**config.mk**
```make
export PLATFORM = sky130hd
export DESIGN_NAME = bracketed_array_element_splitter
export DESIGN_NICKNAME = d
export VERILOG_FILES = /design/src/hdl/bae_pkg.sv /design/src/hdl/bracketed_array_element_splitter.sv /design/src/hdl/bae_cfg.sv /design/src/hdl/bae_step.sv
export SDC_FILE = /design/constraint.sdc
export NUM_CORES = 1
export LEC_CHECK = 0
export ABC_AREA = 1
export BUFFER_PORTS_ARGS = -buffer_cell sky130_fd_sc_hd__buf_2
export CORE_MARGIN = 4
export CORE_UTILIZATION = 50
export CTS_CLUSTER_DIAMETER = 120
export CTS_CLUSTER_SIZE = 25
export DETAILED_ROUTE_END_ITERATION = 12
export PLACE_DENSITY_LB_ADDON = 0.1
export SYNTH_ARGS = -nofsm -noshare
export SYNTH_HDL_FRONTEND = slang
export SYNTH_SLANG_ARGS = --single-unit
```
**constraint.sdc**
```tcl
create_clock -name clk -period 6 [get_ports clk]
set_clock_uncertainty 0.2 [all_clocks]
set_input_delay 0.3 -clock clk [delete_from_list [all_inputs] [get_ports clk]]
set_output_delay 0.3 -clock clk [all_outputs]
set_load 0.03 [all_outputs]
```
**src/hdl/bae_pkg.sv**
```systemverilog
package bae_pkg;

    // Special byte values
    localparam logic [7:0] CHAR_LBRACKET = 8'h5B;
    localparam logic [7:0] CHAR_RBRACKET = 8'h5D;
    localparam logic [7:0] CHAR_QUOTE    = 8'h22;
    localparam logic [7:0] DELIM_RESET   = 8'h2C;

    // Split modes
    localparam logic MODE_BRACKET = 1'b0;
    localparam logic MODE_HIVE    = 1'b1;

    // Register indexes
    localparam logic REG_DELIMITER = 1'b0;
    localparam logic REG_MODE      = 1'b1;

    // Field status codes
    localparam logic [2:0] STATUS_OK         = 3'd0;
    localparam logic [2:0] STATUS_FRAMING    = 3'd1;
    localparam logic [2:0] STATUS_UNBALANCED = 3'd2;
    localparam logic [2:0] STATUS_OPEN_QUOTE = 3'd3;
    localparam logic [2:0] STATUS_DEPTH_OVF  = 3'd4;

    // One input byte with its framing marks
    typedef struct packed {
        logic [7:0] data_byte;
        logic       first;
        logic       last;
        logic       empty_field;
    } item_t;

    // One result
    typedef struct packed {
        logic        content;
        logic        ends_element;
        logic        done_res;
        logic [15:0] element_count;
        logic [2:0]  status;
    } result_t;

    // Single-bit field state
    typedef struct packed {
        logic quote_open;
        logic inner_nonempty;
        logic segment_nonempty;
        logic framing_bad;
        logic depth_overflow;
    } flags_t;

    // Configuration as seen by the datapath
    typedef struct packed {
        logic [7:0] delimiter;
        logic       mode;
    } cfg_t;

endpackage

```
**src/hdl/bracketed_array_element_splitter.sv**
```systemverilog
// Array-field element splitter.
// Slave stream: one byte of field text per transaction in s_tdata, s_tlast
// on the field's last byte, s_tuser carrying the first-byte and empty-field
// flags. Master stream: one result per input byte, with m_tuser flags
// telling whether the byte is element text or ends an element, m_tlast on
// the field's closing result, and the element count and field status in
// m_tdata. Delimiter and split mode are set over the APB port, and the user
// must set them while the block is idle; the block does not enforce this.
// Each byte lands in the input register when it is accepted, and its result
// then loads into the result register. Throughput: one byte per cycle while
// the receiver takes results; the only loop is the field state update, a
// single short combinational step.
// Reset clears the field state, empties both registers and restores the
// default delimiter (comma) and bracketed mode.
// When the receiver stalls, the result register holds, the input register
// still takes one more byte, and s_tready then drops until the result goes.
module bracketed_array_element_splitter
    import bae_pkg::*;
#(
    parameter int DEPTH_BITS = 8,
    parameter int COUNT_BITS = 16
)
(
    input  logic        clk,
    input  logic        rst_n,
    // APB configuration
    input  logic        psel,
    input  logic        penable,
    input  logic        pwrite,
    input  logic [2:0]  paddr,
    input  logic [31:0] pwdata,
    output logic [31:0] prdata,
    output logic        pready,
    // input stream
    input  logic        s_tvalid,
    output logic        s_tready,
    input  logic [7:0]  s_tdata,   // [7:0] data_byte
    input  logic        s_tlast,   // last
    input  logic [1:0]  s_tuser,   // [0] first, [1] empty_field
    // result stream
    output logic        m_tvalid,
    input  logic        m_tready,
    output logic [23:0] m_tdata,   // [15:0] element_count, [18:16] status, rest zero
    output logic        m_tlast,   // done_res
    output logic [1:0]  m_tuser    // [0] content, [1] ends_element
);

    cfg_t                  cfg;
    item_t                 item_reg;
    logic                  in_valid_reg;
    result_t               res_reg;
    logic                  out_valid_reg;
    flags_t                flags_reg;
    flags_t                flags_next;
    logic [DEPTH_BITS-1:0] depth_reg;
    logic [DEPTH_BITS-1:0] depth_next;
    logic [COUNT_BITS-1:0] count_reg;
    logic [COUNT_BITS-1:0] count_next;
    result_t               res_next;
    logic                  advance;
    logic                  s_accept;

    bae_cfg u_cfg (
        .clk     (clk),
        .rst_n   (rst_n),
        .psel    (psel),
        .penable (penable),
        .pwrite  (pwrite),
        .paddr   (paddr),
        .pwdata  (pwdata),
        .prdata  (prdata),
        .pready  (pready),
        .cfg     (cfg)
    );

    bae_step #(
        .DEPTH_BITS (DEPTH_BITS),
        .COUNT_BITS (COUNT_BITS)
    ) u_step (
        .item      (item_reg),
        .cfg       (cfg),
        .flags_in  (flags_reg),
        .depth_in  (depth_reg),
        .count_in  (count_reg),
        .flags_out (flags_next),
        .depth_out (depth_next),
        .count_out (count_next),
        .res       (res_next)
    );

    // Handshake control
    assign advance  = in_valid_reg && (!out_valid_reg || m_tready);
    assign s_tready = !in_valid_reg || advance;
    assign s_accept = s_tvalid && s_tready;

    // Control state
    always_ff @(posedge clk or negedge rst_n)
    begin
        if (!rst_n)
        begin
            in_valid_reg  <= 1'b0;
            out_valid_reg <= 1'b0;
            flags_reg     <= '0;
            depth_reg     <= '0;
            count_reg     <= '0;
        end
        else
        begin
            if (s_accept)
                in_valid_reg <= 1'b1;
            else if (advance)
                in_valid_reg <= 1'b0;
            if (advance)
            begin
                out_valid_reg <= 1'b1;
                flags_reg     <= flags_next;
                depth_reg     <= depth_next;
                count_reg     <= count_next;
            end
            else if (m_tready)
                out_valid_reg <= 1'b0;
        end
    end

    // Payload registers
    always_ff @(posedge clk)
    begin
        if (s_accept)
        begin
            item_reg.data_byte   <= s_tdata;
            item_reg.first       <= s_tuser[0];
            item_reg.last        <= s_tlast;
            item_reg.empty_field <= s_tuser[1];
        end
        if (advance)
            res_reg <= res_next;
    end

    assign m_tvalid = out_valid_reg;
    assign m_tdata  = {5'd0, res_reg.status, res_reg.element_count};
    assign m_tlast  = res_reg.done_res;
    assign m_tuser  = {res_reg.ends_element, res_reg.content};

`ifndef ASSERT_OFF
    a_status_only_on_done: assert property (@(posedge clk) disable iff (!rst_n)
        (m_tvalid && !m_tlast) |-> (m_tdata[18:16] == STATUS_OK))
        else $error("nonzero status on a result that does not close a field");

    // only a closing byte in Hive mode can be both text and an element end
    a_boundary_not_content: assert property (@(posedge clk) disable iff (!rst_n)
        (m_tvalid && !m_tlast) |-> !(m_tuser[0] && m_tuser[1]))
        else $error("byte marked as both content and element end");

    a_state_clear_after_done: assert property (@(posedge clk) disable iff (!rst_n)
        (advance && res_next.done_res) |=>
            (count_reg == '0 && depth_reg == '0 && flags_reg == '0))
        else $error("field state not cleared after closing result");

    a_held_item_kept: assert property (@(posedge clk) disable iff (!rst_n)
        (in_valid_reg && !advance) |=> in_valid_reg)
        else $error("input register dropped an unprocessed byte");

    a_ready_when_empty: assert property (@(posedge clk) disable iff (!rst_n)
        !in_valid_reg |-> s_tready)
        else $error("input stalled with empty input register");
`endif

endmodule

```
**src/hdl/bae_cfg.sv**
```systemverilog
module bae_cfg
    import bae_pkg::*;
(
    input  logic        clk,
    input  logic        rst_n,
    input  logic        psel,
    input  logic        penable,
    input  logic        pwrite,
    input  logic [2:0]  paddr,
    input  logic [31:0] pwdata,
    output logic [31:0] prdata,
    output logic        pready,
    output cfg_t        cfg
);

    logic [7:0] delimiter_reg;
    logic       mode_reg;
    logic       wr_en;
    logic       reg_index;

    assign pready    = 1'b1;
    assign reg_index = paddr[2];
    assign wr_en     = psel && penable && pwrite && pready;

    // Register writes
    always_ff @(posedge clk or negedge rst_n)
    begin
        if (!rst_n)
        begin
            delimiter_reg <= DELIM_RESET;
            mode_reg      <= MODE_BRACKET;
        end
        else if (wr_en)
        begin
            case (reg_index)
                REG_DELIMITER: delimiter_reg <= pwdata[7:0];
                REG_MODE:      mode_reg      <= pwdata[0];
                default:       ;
            endcase
        end
    end

    // Read mux
    always_comb
    begin
        case (reg_index)
            REG_DELIMITER: prdata = {24'd0, delimiter_reg};
            REG_MODE:      prdata = {31'd0, mode_reg};
            default:       prdata = 32'd0;
        endcase
    end

    assign cfg.delimiter = delimiter_reg;
    assign cfg.mode      = mode_reg;

endmodule

```
**src/hdl/bae_step.sv**
```systemverilog
module bae_step
    import bae_pkg::*;
#(
    parameter int DEPTH_BITS = 8,
    parameter int COUNT_BITS = 16
)
(
    input  item_t                  item,
    input  cfg_t                   cfg,
    input  flags_t                 flags_in,
    input  logic [DEPTH_BITS-1:0]  depth_in,
    input  logic [COUNT_BITS-1:0]  count_in,
    output flags_t                 flags_out,
    output logic [DEPTH_BITS-1:0]  depth_out,
    output logic [COUNT_BITS-1:0]  count_out,
    output result_t                res
);

    localparam logic [DEPTH_BITS-1:0] DEPTH_MAX = {1'b0, {(DEPTH_BITS-1){1'b1}}};
    localparam logic [DEPTH_BITS-1:0] DEPTH_MIN = {1'b1, {(DEPTH_BITS-1){1'b0}}};

    flags_t                f;
    logic [DEPTH_BITS-1:0] depth;
    logic [COUNT_BITS-1:0] count_base;
    logic [COUNT_BITS-1:0] count_a;
    logic [COUNT_BITS-1:0] count_b;
    logic                  bump_a;
    logic                  bump_b;
    logic                  content;
    logic                  ends;
    logic                  done;
    logic                  is_delim;
    logic [2:0]            status;

    assign is_delim = (item.data_byte == cfg.delimiter);

    // Per-byte decision and state update
    always_comb
    begin
        f          = item.first ? '0 : flags_in;
        depth      = item.first ? '0 : depth_in;
        count_base = item.first ? '0 : count_in;
        content    = 1'b0;
        ends       = 1'b0;
        done       = 1'b0;
        bump_a     = 1'b0;
        bump_b     = 1'b0;
        if (item.empty_field)
        begin
            done = 1'b1;
            if (cfg.mode == MODE_BRACKET)
                f.framing_bad = 1'b1;
            else if (f.segment_nonempty)
            begin
                ends               = 1'b1;
                bump_a             = 1'b1;
                f.segment_nonempty = 1'b0;
            end
        end
        else if (cfg.mode == MODE_HIVE)
        begin
            if (is_delim)
            begin
                ends               = 1'b1;
                bump_a             = 1'b1;
                f.segment_nonempty = 1'b0;
            end
            else
            begin
                content            = 1'b1;
                f.segment_nonempty = 1'b1;
            end
            if (item.last)
            begin
                done = 1'b1;
                if (f.segment_nonempty)
                begin
                    ends               = 1'b1;
                    bump_b             = 1'b1;
                    f.segment_nonempty = 1'b0;
                end
            end
        end
        else if (item.first)
        begin
            // opening bracket
            if (item.data_byte != CHAR_LBRACKET)
                f.framing_bad = 1'b1;
            if (item.last)
            begin
                f.framing_bad = 1'b1;
                done          = 1'b1;
            end
        end
        else if (item.last)
        begin
            // closing bracket
            if (item.data_byte != CHAR_RBRACKET)
                f.framing_bad = 1'b1;
            ends = f.inner_nonempty;
            done = 1'b1;
        end
        else
        begin
            // inner byte
            if (!f.inner_nonempty)
            begin
                f.inner_nonempty = 1'b1;
                bump_a           = 1'b1;
            end
            content = 1'b1;
            if (item.data_byte == CHAR_QUOTE)
                f.quote_open = !f.quote_open;
            else if (!f.quote_open && item.data_byte == CHAR_LBRACKET)
            begin
                if (depth == DEPTH_MAX)
                    f.depth_overflow = 1'b1;
                else
                    depth = depth + 1'b1;
            end
            else if (!f.quote_open && item.data_byte == CHAR_RBRACKET)
            begin
                if (depth == DEPTH_MIN)
                    f.depth_overflow = 1'b1;
                else
                    depth = depth - 1'b1;
            end
            else if (!f.quote_open && depth == '0 && is_delim)
            begin
                content = 1'b0;
                ends    = 1'b1;
                bump_b  = 1'b1;
            end
        end
    end

    // Saturating count, up to two bumps per byte
    assign count_a = (bump_a && !(&count_base)) ? count_base + 1'b1 : count_base;
    assign count_b = (bump_b && !(&count_a)) ? count_a + 1'b1 : count_a;

    // Status by priority
    always_comb
    begin
        status = STATUS_OK;
        if (done && cfg.mode == MODE_BRACKET)
        begin
            if (f.framing_bad)
                status = STATUS_FRAMING;
            else if (f.depth_overflow)
                status = STATUS_DEPTH_OVF;
            else if (depth != '0)
                status = STATUS_UNBALANCED;
            else if (f.quote_open)
                status = STATUS_OPEN_QUOTE;
        end
    end

    // Field state clears after the closing result
    assign flags_out = done ? '0 : f;
    assign depth_out = done ? '0 : depth;
    assign count_out = done ? '0 : count_b;

    assign res.content       = content;
    assign res.ends_element  = ends;
    assign res.done_res      = done;
    assign res.element_count = 16'(count_b);
    assign res.status        = status;

endmodule

```
Word-level counts from Yosys, hierarchy flattened
Cells that the tools add are included.

Output and inout bits: 62. Bits of input ports: 53. Register bits: 73.

Reduce and logical (&&, ||, !) cells: 28. Eq/ne operators: 8. Bitwise operators: 3. Add/subtract/negate cells: 4. Multiplexer cells: 86.

Operators with widths (count): 8-bit 2-to-1 mux (11); 16-bit 2-to-1 mux (4); 32-bit one-hot mux with 2 select lines (1); 1-bit 2-to-1 mux (59); 16-bit by 1-bit adder with 16-bit output (second input constant) (2); 16-bit AND reduction (2); 8-bit by 7-bit == test with 1-bit output (second input constant) (3); 8-bit by 7-bit inequality test with 1-bit output (second input constant) (2); 2-bit 2-to-1 mux (7); 1-bit logical AND (11); 5-bit 2-to-1 mux (2); 8-bit by 1-bit adder with 8-bit output (second input constant) (1); 8-bit by 6-bit == test with 1-bit output (second input constant) (1); 8-bit == test (1); 8-bit == test (second input constant) (1); 8-bit zero test (1); 8-bit nonzero test (1); 8-bit by 1-bit subtractor with 8-bit output (second input constant) (1); 3-bit 2-to-1 mux (2); 1-bit zero test (5); 2-bit AND reduction (2); 2-bit nonzero test (2); 1-bit inverter (3); 3-bit OR reduction (1); 2 further kinds (3).

Depth between registers and ports, before layout
Gate-level depths: netlist of the first run.

Depth after elaboration: 15. Gate-level depth with buffers: 27. Depth with buffers taken out: 25.

Modules after synthesis
A second synthesis of the first run with hierarchy kept.

Cell total of the unflattened synthesis: 915. Area, all modules: 5923.2 um^2.

Modules (own cells, without submodules): bae_step (times used 1, area an instance 3002.9 um^2, seq. area each 0.0 um^2, cells an instance 652); bracketed_array_element_splitter (times used 1, area an instance 2265.9 um^2, seq. area each 1766.7 um^2, cells an instance 175); bae_cfg (times used 1, area an instance 654.4 um^2, seq. area each 229.0 um^2, cells an instance 88).

Least setup slack after synthesis of the first run
Ideal clock, no wire load.

Path kind: register -> register. Start point: register item_reg[2] (netlist bit). End point: register res_reg, in the netlist m_tdata[15], data pin. Arrival: 3.107 ns. Buffers on the path: 4. Clock period less this slack: 3.562 ns. Stages on the path, launching flop included: 22. Slack: 2.438 ns. Required time: 5.545 ns. Path through: edfxtp_1 -> buf_6 -> buf_2 -> nor2_1 -> ha_1 -> nand3_2 -> nor2_4 -> nand4_4 -> nand2_4 -> buf_6 -> nand2_1 -> nand2_2 -> ha_1 -> nand3_1 -> nor2_4 -> inv_1 -> nor2_4 -> nand2_4 -> nand2_4 -> buf_6 -> nand2_1 -> and2_1.

RTL lines: start, declared (line bracketed_array_element_splitter.sv:49) `item_t item_reg;`; end signal, assigned (line bracketed_array_element_splitter.sv:136) `res_reg <= res_next;`; end, declared (line bracketed_array_element_splitter.sv:51) `result_t res_reg;`.

==> results.txt, run 1 <==
- Share of total power consumed by net switching: 0.375
- In the layout the commonest cells are nand2_1, inv_1, nor2_1, nand3_1, buf_2.
- CTS H-tree depth: 3
* Hold Violations, Final: 0
- Final-report setup violation count: 0
- Counting flops with a built-in enable in the synthesized netlist gives 33.
- First DRT Iteration DRCs: 412
* Final Power: around 1.5 mW
- Arr. time, crit path: ~4300 ps
- Internal power contribution: roughly 950 µW
* Crit. End Element: flop
* Power share of the sequential group: 0.419
* Avg Cell Area, Syn: 7.21 µm²
- After detailed routing, the number of remaining DRC violations is 0.
* Area enclosed by the die boundary: 12500 µm²
- Storage cell area: 2000 µm²
- Hold Path Class: in2reg
- Async set-reset flop share out of synthesis: 0.548
- Leakage power figure: 3.03 nW
- Timing would allow up to 0.229 GHz.
- In this run the standard cell core region covers 10400 µm².
- Cells traversed along the worst timing path: buf_4 > nor2_1 > ha_1 > nand3_2 > nor2_4 > nand4_4 > nand2_4 > nand2_1 > nand2_2 > ha_1 > nand3_1 > nor2_4 > inv_1 > nor2_4 > nand2_4 > nand2_4 > inv_4 > nand2_1 > nand2_1
- The count of buffers added on input and output ports is 58.
- The netlist uses 46 different library cells.
* Cell types occupying the most area after synthesis: edfxtp_1, dfrtp_1, nand2_1
- For this run, the detailed router's first-pass iteration total came to 6.
* Top-level port count: 115
* Combinational group share of total power: 0.308
* Max stage delay on crit path: 550 ps
* Number of max-slew violations in the final report: 0
- Max-cap viol count: 0
- Synth Warn #: 0
- Number of global-route vias before repair: 4590
- Entering global routing, the biggest net connects 41 pins.
* Most used flip-flop cell after synthesis: dfrtp_1
- Routability-driven placement finished with a final weighted congestion of around 0.94.
- Measured against its own limit, the worst slew margin works out to 0.399.
* Cells after synthesis: 749
* Unrepaired setup endpoints after global routing: no
- Slowest CP cell: edfxtp_1
- Layout fillers: about 980
* Floorplan die width: ~110 µm
- Period utilisation layout: 0.729
* Remaining global-route overflow: 0
- Pwr Density: 250 nW/µm²
* Seq/Total Area, Yosys: 0.369
- TritonCTS clock tree: built
- Counting I/O delays and the setup requirement, the final critical path takes 4370 ps.
- After clock tree synthesis, the repair step resized 0 gates.
- Along the worst path, the maximum fanout reaches 17.
- Vias per inst: 5.13
- The number of antenna violations at the first check in global routing came to 0.
* Global-route wire length before repair: between 20000 and 25000 µm
- Clock tree synthesis inserted a total of 9 buffers.
- Of all cell types, the one taking the most synthesized area is edfxtp_1.
- Of the cells placed in the final design, the portion with a size suffix greater than 1 is 0.174.
- The initial utilization of the core area, before any placement, comes to 0.519.
* Post-Route WL: between 10000 and 15000 µm
* Worst vdd rail ir drop: 0.000162 V
- Worst Path Class, Setup: reg2reg
- After detailed routing, the average wire length per cell comes to 14.0 µm.
- STA classifies the critical path startpoint as a flop.
* Area growth, synth to finish: 12.2%
- Summed over all failing endpoints, the final setup total negative slack is 0 ps.
* Area share of the largest cell type after synthesis: 0.183
- Area taken by multi-input logic gates: about 2800 µm²
- In this run the vertical extent of the chip is 112 µm.
- STA puts the critical path data required time at between 5000 and 6000 ps.
- Part of the power in the clock network: 0.272
- Rows: 37
- The synthesized design contains 73 register bits.
- CTS clk-pin slew, worst paths: 80 ps
* CTS sink count: 73
- The run finished with clean final reports.
- Via total after detailed routing: 4954
* Later-pin clock latency in the skew report: 360 ps
* Switching component of the power: 569 µW
- In this run the remaining antenna-violating nets after routing total 0.
* Number of buffers on the longest clock path: 2
- In this run the cell area of the synthesized design comes to 5400 µm².
* Clock tree root driver cell: clkbuf_8
- In the global route stage, overall resource usage came out at 0.218.
- Max FFs per register: 19
- In the final design database the tool counted 880 nets.
* Dpl hpwl: 9810 µm
- At the pin with the least slew margin, the transition time is about 900 ps.
* Most common cell after layout, fill and taps aside: nand2_1
-- metrics by stage --
stage / instance area, µm² / util / std cells / hold slack [ps] / setup slack [ps]
final: 6060 / 0.582 / 965 / 20.7 / 1630
after global routing: 6060 / 0.582 / 964 / 16.7 / 1310
after CTS: 6060 / 0.582 / 964 / 13.6 / 1650
after detailed placement: 5650 / 0.542 / 928 / 278 / 1660
after global placement: 5650 / 0.542 / 928 / 267 / 1710
after floorplan: 5510 / - / 777 / -196 / 2440
-- cells by family (layout without fill, tap and decap cells) --
kind of cell	count (synthesis)	in the layout	share of synthesized area
simple gates	437	437	0.381
other cells	2	31	0.00139
buf+inv	150	201	0.137
flops	73	73	0.369
xor+xnor	22	22	0.0357
fa+ha+maj	4	4	0.00927
compound gates	61	61	0.0656
-- power groups by stage --
stage               sequential [mW]  combinational [mW]  clock (mW)
floorplan                     0.691               0.315           0
global placement              0.644               0.450           0
detailed placement            0.645               0.454           0
CTS                           0.636               0.467       0.422
global route                  0.644               0.517       0.445
finish                        0.636               0.467       0.413
-- cell usage after synthesis (2+ instances only) --
library cell	instances
a21oi_1	22
a31oi_1	3
and2_1	3
buf_2	5
buf_4	30
buf_6	5
clkbuf_1	5
conb_1	2
dfrtp_1	37
dfstp_2	3
edfxtp_1	33
ha_1	4
inv_1	99
nand2_1	208
nand2_2	29
nand2_4	7
nand3_1	60
nand3_2	6
nand3b_1	4
nand4_1	13
nor2_1	75
nor2_2	7
nor2_4	8
nor3_1	10
nor4_1	2
o211ai_1	3
o21ai_0	20
o22ai_1	8
xnor2_1	7
xor2_1	15
-- cell type report --
cell class              count  share of cell area
repair buffers             81              0.0846
multi-input cells         554               0.457
inverters                 104              0.0663
clock inverters             4             0.00867
clock buffers              12              0.0258
flip-flops and latches     73               0.329
diodes                      1            0.000413
well taps                 136              0.0281
-- timing repair --
| action | in CTS | in global routing |
|---|---|---|
| endpoints found under the hold margin | 56 | 0 |
| setup buffers | 0 | 0 |
| setup endpoints to repair | 0 | 0 |
| hold buffers | 20 | 0 |
-- critical path: cells and delay by family, from the launching register on --
kind	cells	cell delay, ps
adder cells (fa/ha/maj)	2	500
buffers and inverters	3	490
flip-flops	1	550
AND/OR/NAND/NOR	14	2350
-- routing by layer --
metal | up-vias | track usage | share of wire
li1 | 2474 | - | -
met1 | 2309 | 0.312 | 0.47
met2 | 162 | 0.347 | 0.45
met3 | 9 | 0.0359 | 0.066
met4 | 0 | 0.0489 | 0.0077
met5 | - | 0 | 0
-- worst paths after layout --
path / to / depth (start not counted) / startpoint / slack (ps)
min reg2reg: count_reg[14] / 2 / count_reg[14] / 310
max in group asynchronous: m_tvalid / 2 / rst_n / 4620
min: m_tvalid / 4 / m_tready / 20
min in group asynchronous: depth_reg[2] / 2 / rst_n / 390
max reg2reg: m_tdata[9] / 19 / item_reg[2] / 1630
max: m_tdata[9] / 19 / item_reg[2] / 1630
(Power assumes the default switching activity.)
==> run 2: changes to the inputs <==
==> constraint.sdc (replaced) <==
create_clock -name clk -period 3.58 [get_ports clk]
set_clock_uncertainty 0.2 [all_clocks]
set_input_delay 0.179 -clock clk [delete_from_list [all_inputs] [get_ports clk]]
set_output_delay 0.179 -clock clk [all_outputs]
set_load 0.03 [all_outputs]
==> results.txt, run 2 (synthesis gave the netlist of run 1 again) <==
* Max FFs per register: 19 (unchanged)
- The slew at the pin closest to its max-slew limit came to 968 ps (+66.8 ps).
* Worst vdd rail ir drop: 0.000406 V (+150%)
* Number of max-slew violations in the final report: 0 (unchanged)
* CTS H-tree depth: 3 (unchanged)
* Hold Violations, Final: 0 (unchanged)
- The ratio of total power to cell area was 403 nW/µm² (+61%).
* Area enclosed by the die boundary: 12500 µm² (unchanged)
* Fin nets: 909 (+3.3%)
- The horizontal die dimension was 112 µm (unchanged).
- Setup slack at placement: 65.7 ps (-1590 ps)
* Most common cell after layout, fill and taps aside: nand2_1
- The residual overflow from global routing is 0 (unchanged).
* Residual DRC: 0 (unchanged)
* Met1 track demand over resource in global routing: 0.339 (+0.0273)
* Top-level port count: 115 (unchanged)
- The placeable core area came to 10400 µm² (unchanged).
* Arr. time, crit path: 3430 ps (-830 ps)
* Worst setup margin: 253 ps (-1370 ps)
- The leakage power summed over all cells came to 3.17 nW (+4.8%).
* Later-pin clock latency in the skew report: 370 ps (about the same)
- Drt first pass iters: 5 (-1)
- The fraction of layout cells with a size suffix above 1 was 0.208 (+0.0338).
* Max_slew headroom: 0.355 (-0.0446)
- The post-layout utilization of the core was 0.607 (+0.0249).
- Post-Route WL: 14100 µm (+4.5%)
* Layout fillers: 965 (-1.3%)
- TritonCTS clock tree: built
- The number of setup violations in the final report came to 0 (unchanged).
* Routed Antenna Nets: 0 (unchanged)
* Gpl congestion: 0.891 (-5.4%)
- The met3 demand-to-capacity share in global routing came to 0.0440 (+0.00815).
* Unrepaired setup endpoints after global routing: no
* Maximum number of pins on one net before global-route repair: 41 (unchanged)
- The starting density of the core was 0.519 (unchanged).
- CP Data Required Time: 3680 ps (-2210 ps)
- The area growth from synthesis to layout is 17.0%.
- The post-route setup TNS came to 0 ps (unchanged).
- Vias per inst: 5.03 (-2.0%)
- The critical path in this run is classified as reg2reg.
* Average routed wire per standard cell: 14.2 µm (+1.6%)
* Via total after detailed routing: 4998 (+0.89%)
- CTS clk-pin slew, worst paths: 80 ps (about the same)
- The total clock sinks was 73 (unchanged).
* Layer with the highest usage after global routing: met2
- The number of buffers on the longest clock path came to 2 (unchanged).
- The number of diodes came to 0 (-1).
* Max-cap viol count: 0 (unchanged)
- The violation count after the first detailed-routing iteration came to 396 (-3.9%).
- The min-delay analysis places its worst path in the category reg2reg.
* Final Power: 2.55 mW (+68%)
* Dpl hpwl: 10300 µm (+4.6%)
- The flow ran to the end, and the final reports show no timing, DRC or antenna violations.
- The worst setup path is launched from a flop.
- Chip Height: 112 µm (unchanged)
* Crit. End Element: flop
- Minimum clock period after layout: 3330 ps (-1050 ps)
* Global router's overall resource usage: 0.228 (+0.0106)
* Global-route wire length before repair: 23200 µm (+4.5%)
- Period utilisation layout: 0.929 (+0.201)
* Clock buffers created by TritonCTS: 9 (unchanged)
* Fmax achieved: 0.301 GHz (+31%)
* Port bufs: 58 (unchanged)
- Rows: 37 (unchanged)
- Maximum fanout along the worst path: 12 (-5)
* Number of antenna violations at the first check in global routing: 0 (unchanged)
- CTS placed an instance of clkbuf_8 at the clock tree root.
- Number of global-route vias before repair: 4643 (+1.2%)
- The met2 demand-to-capacity share in global routing is 0.345 (-0.00240).
- The top cell types in the final layout, fill and taps aside, are nand2_1, inv_1, nor2_1, nand3_1, buf_2.
run 2: cell types whose count changed in the layout (fill, tap and decap cells not counted), moves of 2 or more:
| cell | before | now |
|---|---|---|
| inv_6 | 0 | 3 |
| buf_4 | 3 | 27 |
| clkbuf_1 | 2 | 0 |
| nor2_2 | 7 | 10 |
| dlygate4sd3_1 | 20 | 25 |
| nor2_1 | 75 | 71 |
| a21oi_1 | 22 | 20 |
| a21oi_2 | 0 | 2 |
| clkinv_4 | 2 | 0 |
run 2: layer usage:
layer  part of all wire  routed length, µm
met5                  0                  0
met4             0.0096                135
met3              0.052                739
met2               0.44               6210
met1               0.50               7030
run 2: cell type report:
type	count	area, µm²	area share
clock buffers	11	163	0.0257
clock inverters	5	33.8	0.00535
inverters	104	409	0.0647
multi-input cells	554	2810	0.444
flip-flops and latches	73	2000	0.316
well taps	136	170	0.0269
repair buffers	110	743	0.118
run 2: path summary, 6_finish.rpt:
kind                            slack (ps)                     end  depth (start not counted)          start
worst max-delay path                   250            count_reg[6]                         19    item_reg[2]
worst min-delay path                   280           count_reg[13]                          2  count_reg[13]
worst max register to register         250            count_reg[6]                         19    item_reg[2]
worst min register to register         280           count_reg[13]                          2  count_reg[13]
max in group asynchronous             2270  u_cfg.delimiter_reg[6]                          2          rst_n
min in group asynchronous              310           count_reg[15]                          2          rst_n
run 2: critical path: stages (launching register included):
cell	delay (ps)
edfxtp_1	370
buf_4	190
nor2_2	140
ha_2	220
nand3_2	140
nor2_4	170
nand4_4	150
buf_4	230
nand3_1	110
nand2_1	100
nor2_1	260
nand2_1	140
nor2_4	150
nand2_4	90
nand2_4	130
buf_4	180
nand3_1	90
nand2_2	90
nand2_1	50
nand2_1	60
run 2: power by group:
| group | total, mW | internal (mW) | switching [mW] |
|---|---|---|---|
| combinational | 0.833 | 0.245 | 0.588 |
| clock | 0.656 | 0.316 | 0.340 |
| sequential | 1.06 | 1.00 | 0.0557 |
| total | 2.55 | 1.56 | 0.984 |
run 2: metrics by stage:
stage               hold WS (ps)  cells  area (µm²)
floorplan                   -317    777        5510
global placement             156    943        5760
detailed placement           158    943        5760
CTS                          288    984        6210
global route                 303    993        6320
finish                       283    993        6320
run 2: repair_timing:
| item | in CTS | in global routing |
|---|---|---|
| gates resized for setup | 0 | 12 |
| endpoints found under the setup margin | 0 | 34 |
| endpoints found under the hold margin | 59 | 0 |
| setup buffers | 0 | 9 |
| hold buffers | 25 | 0 |
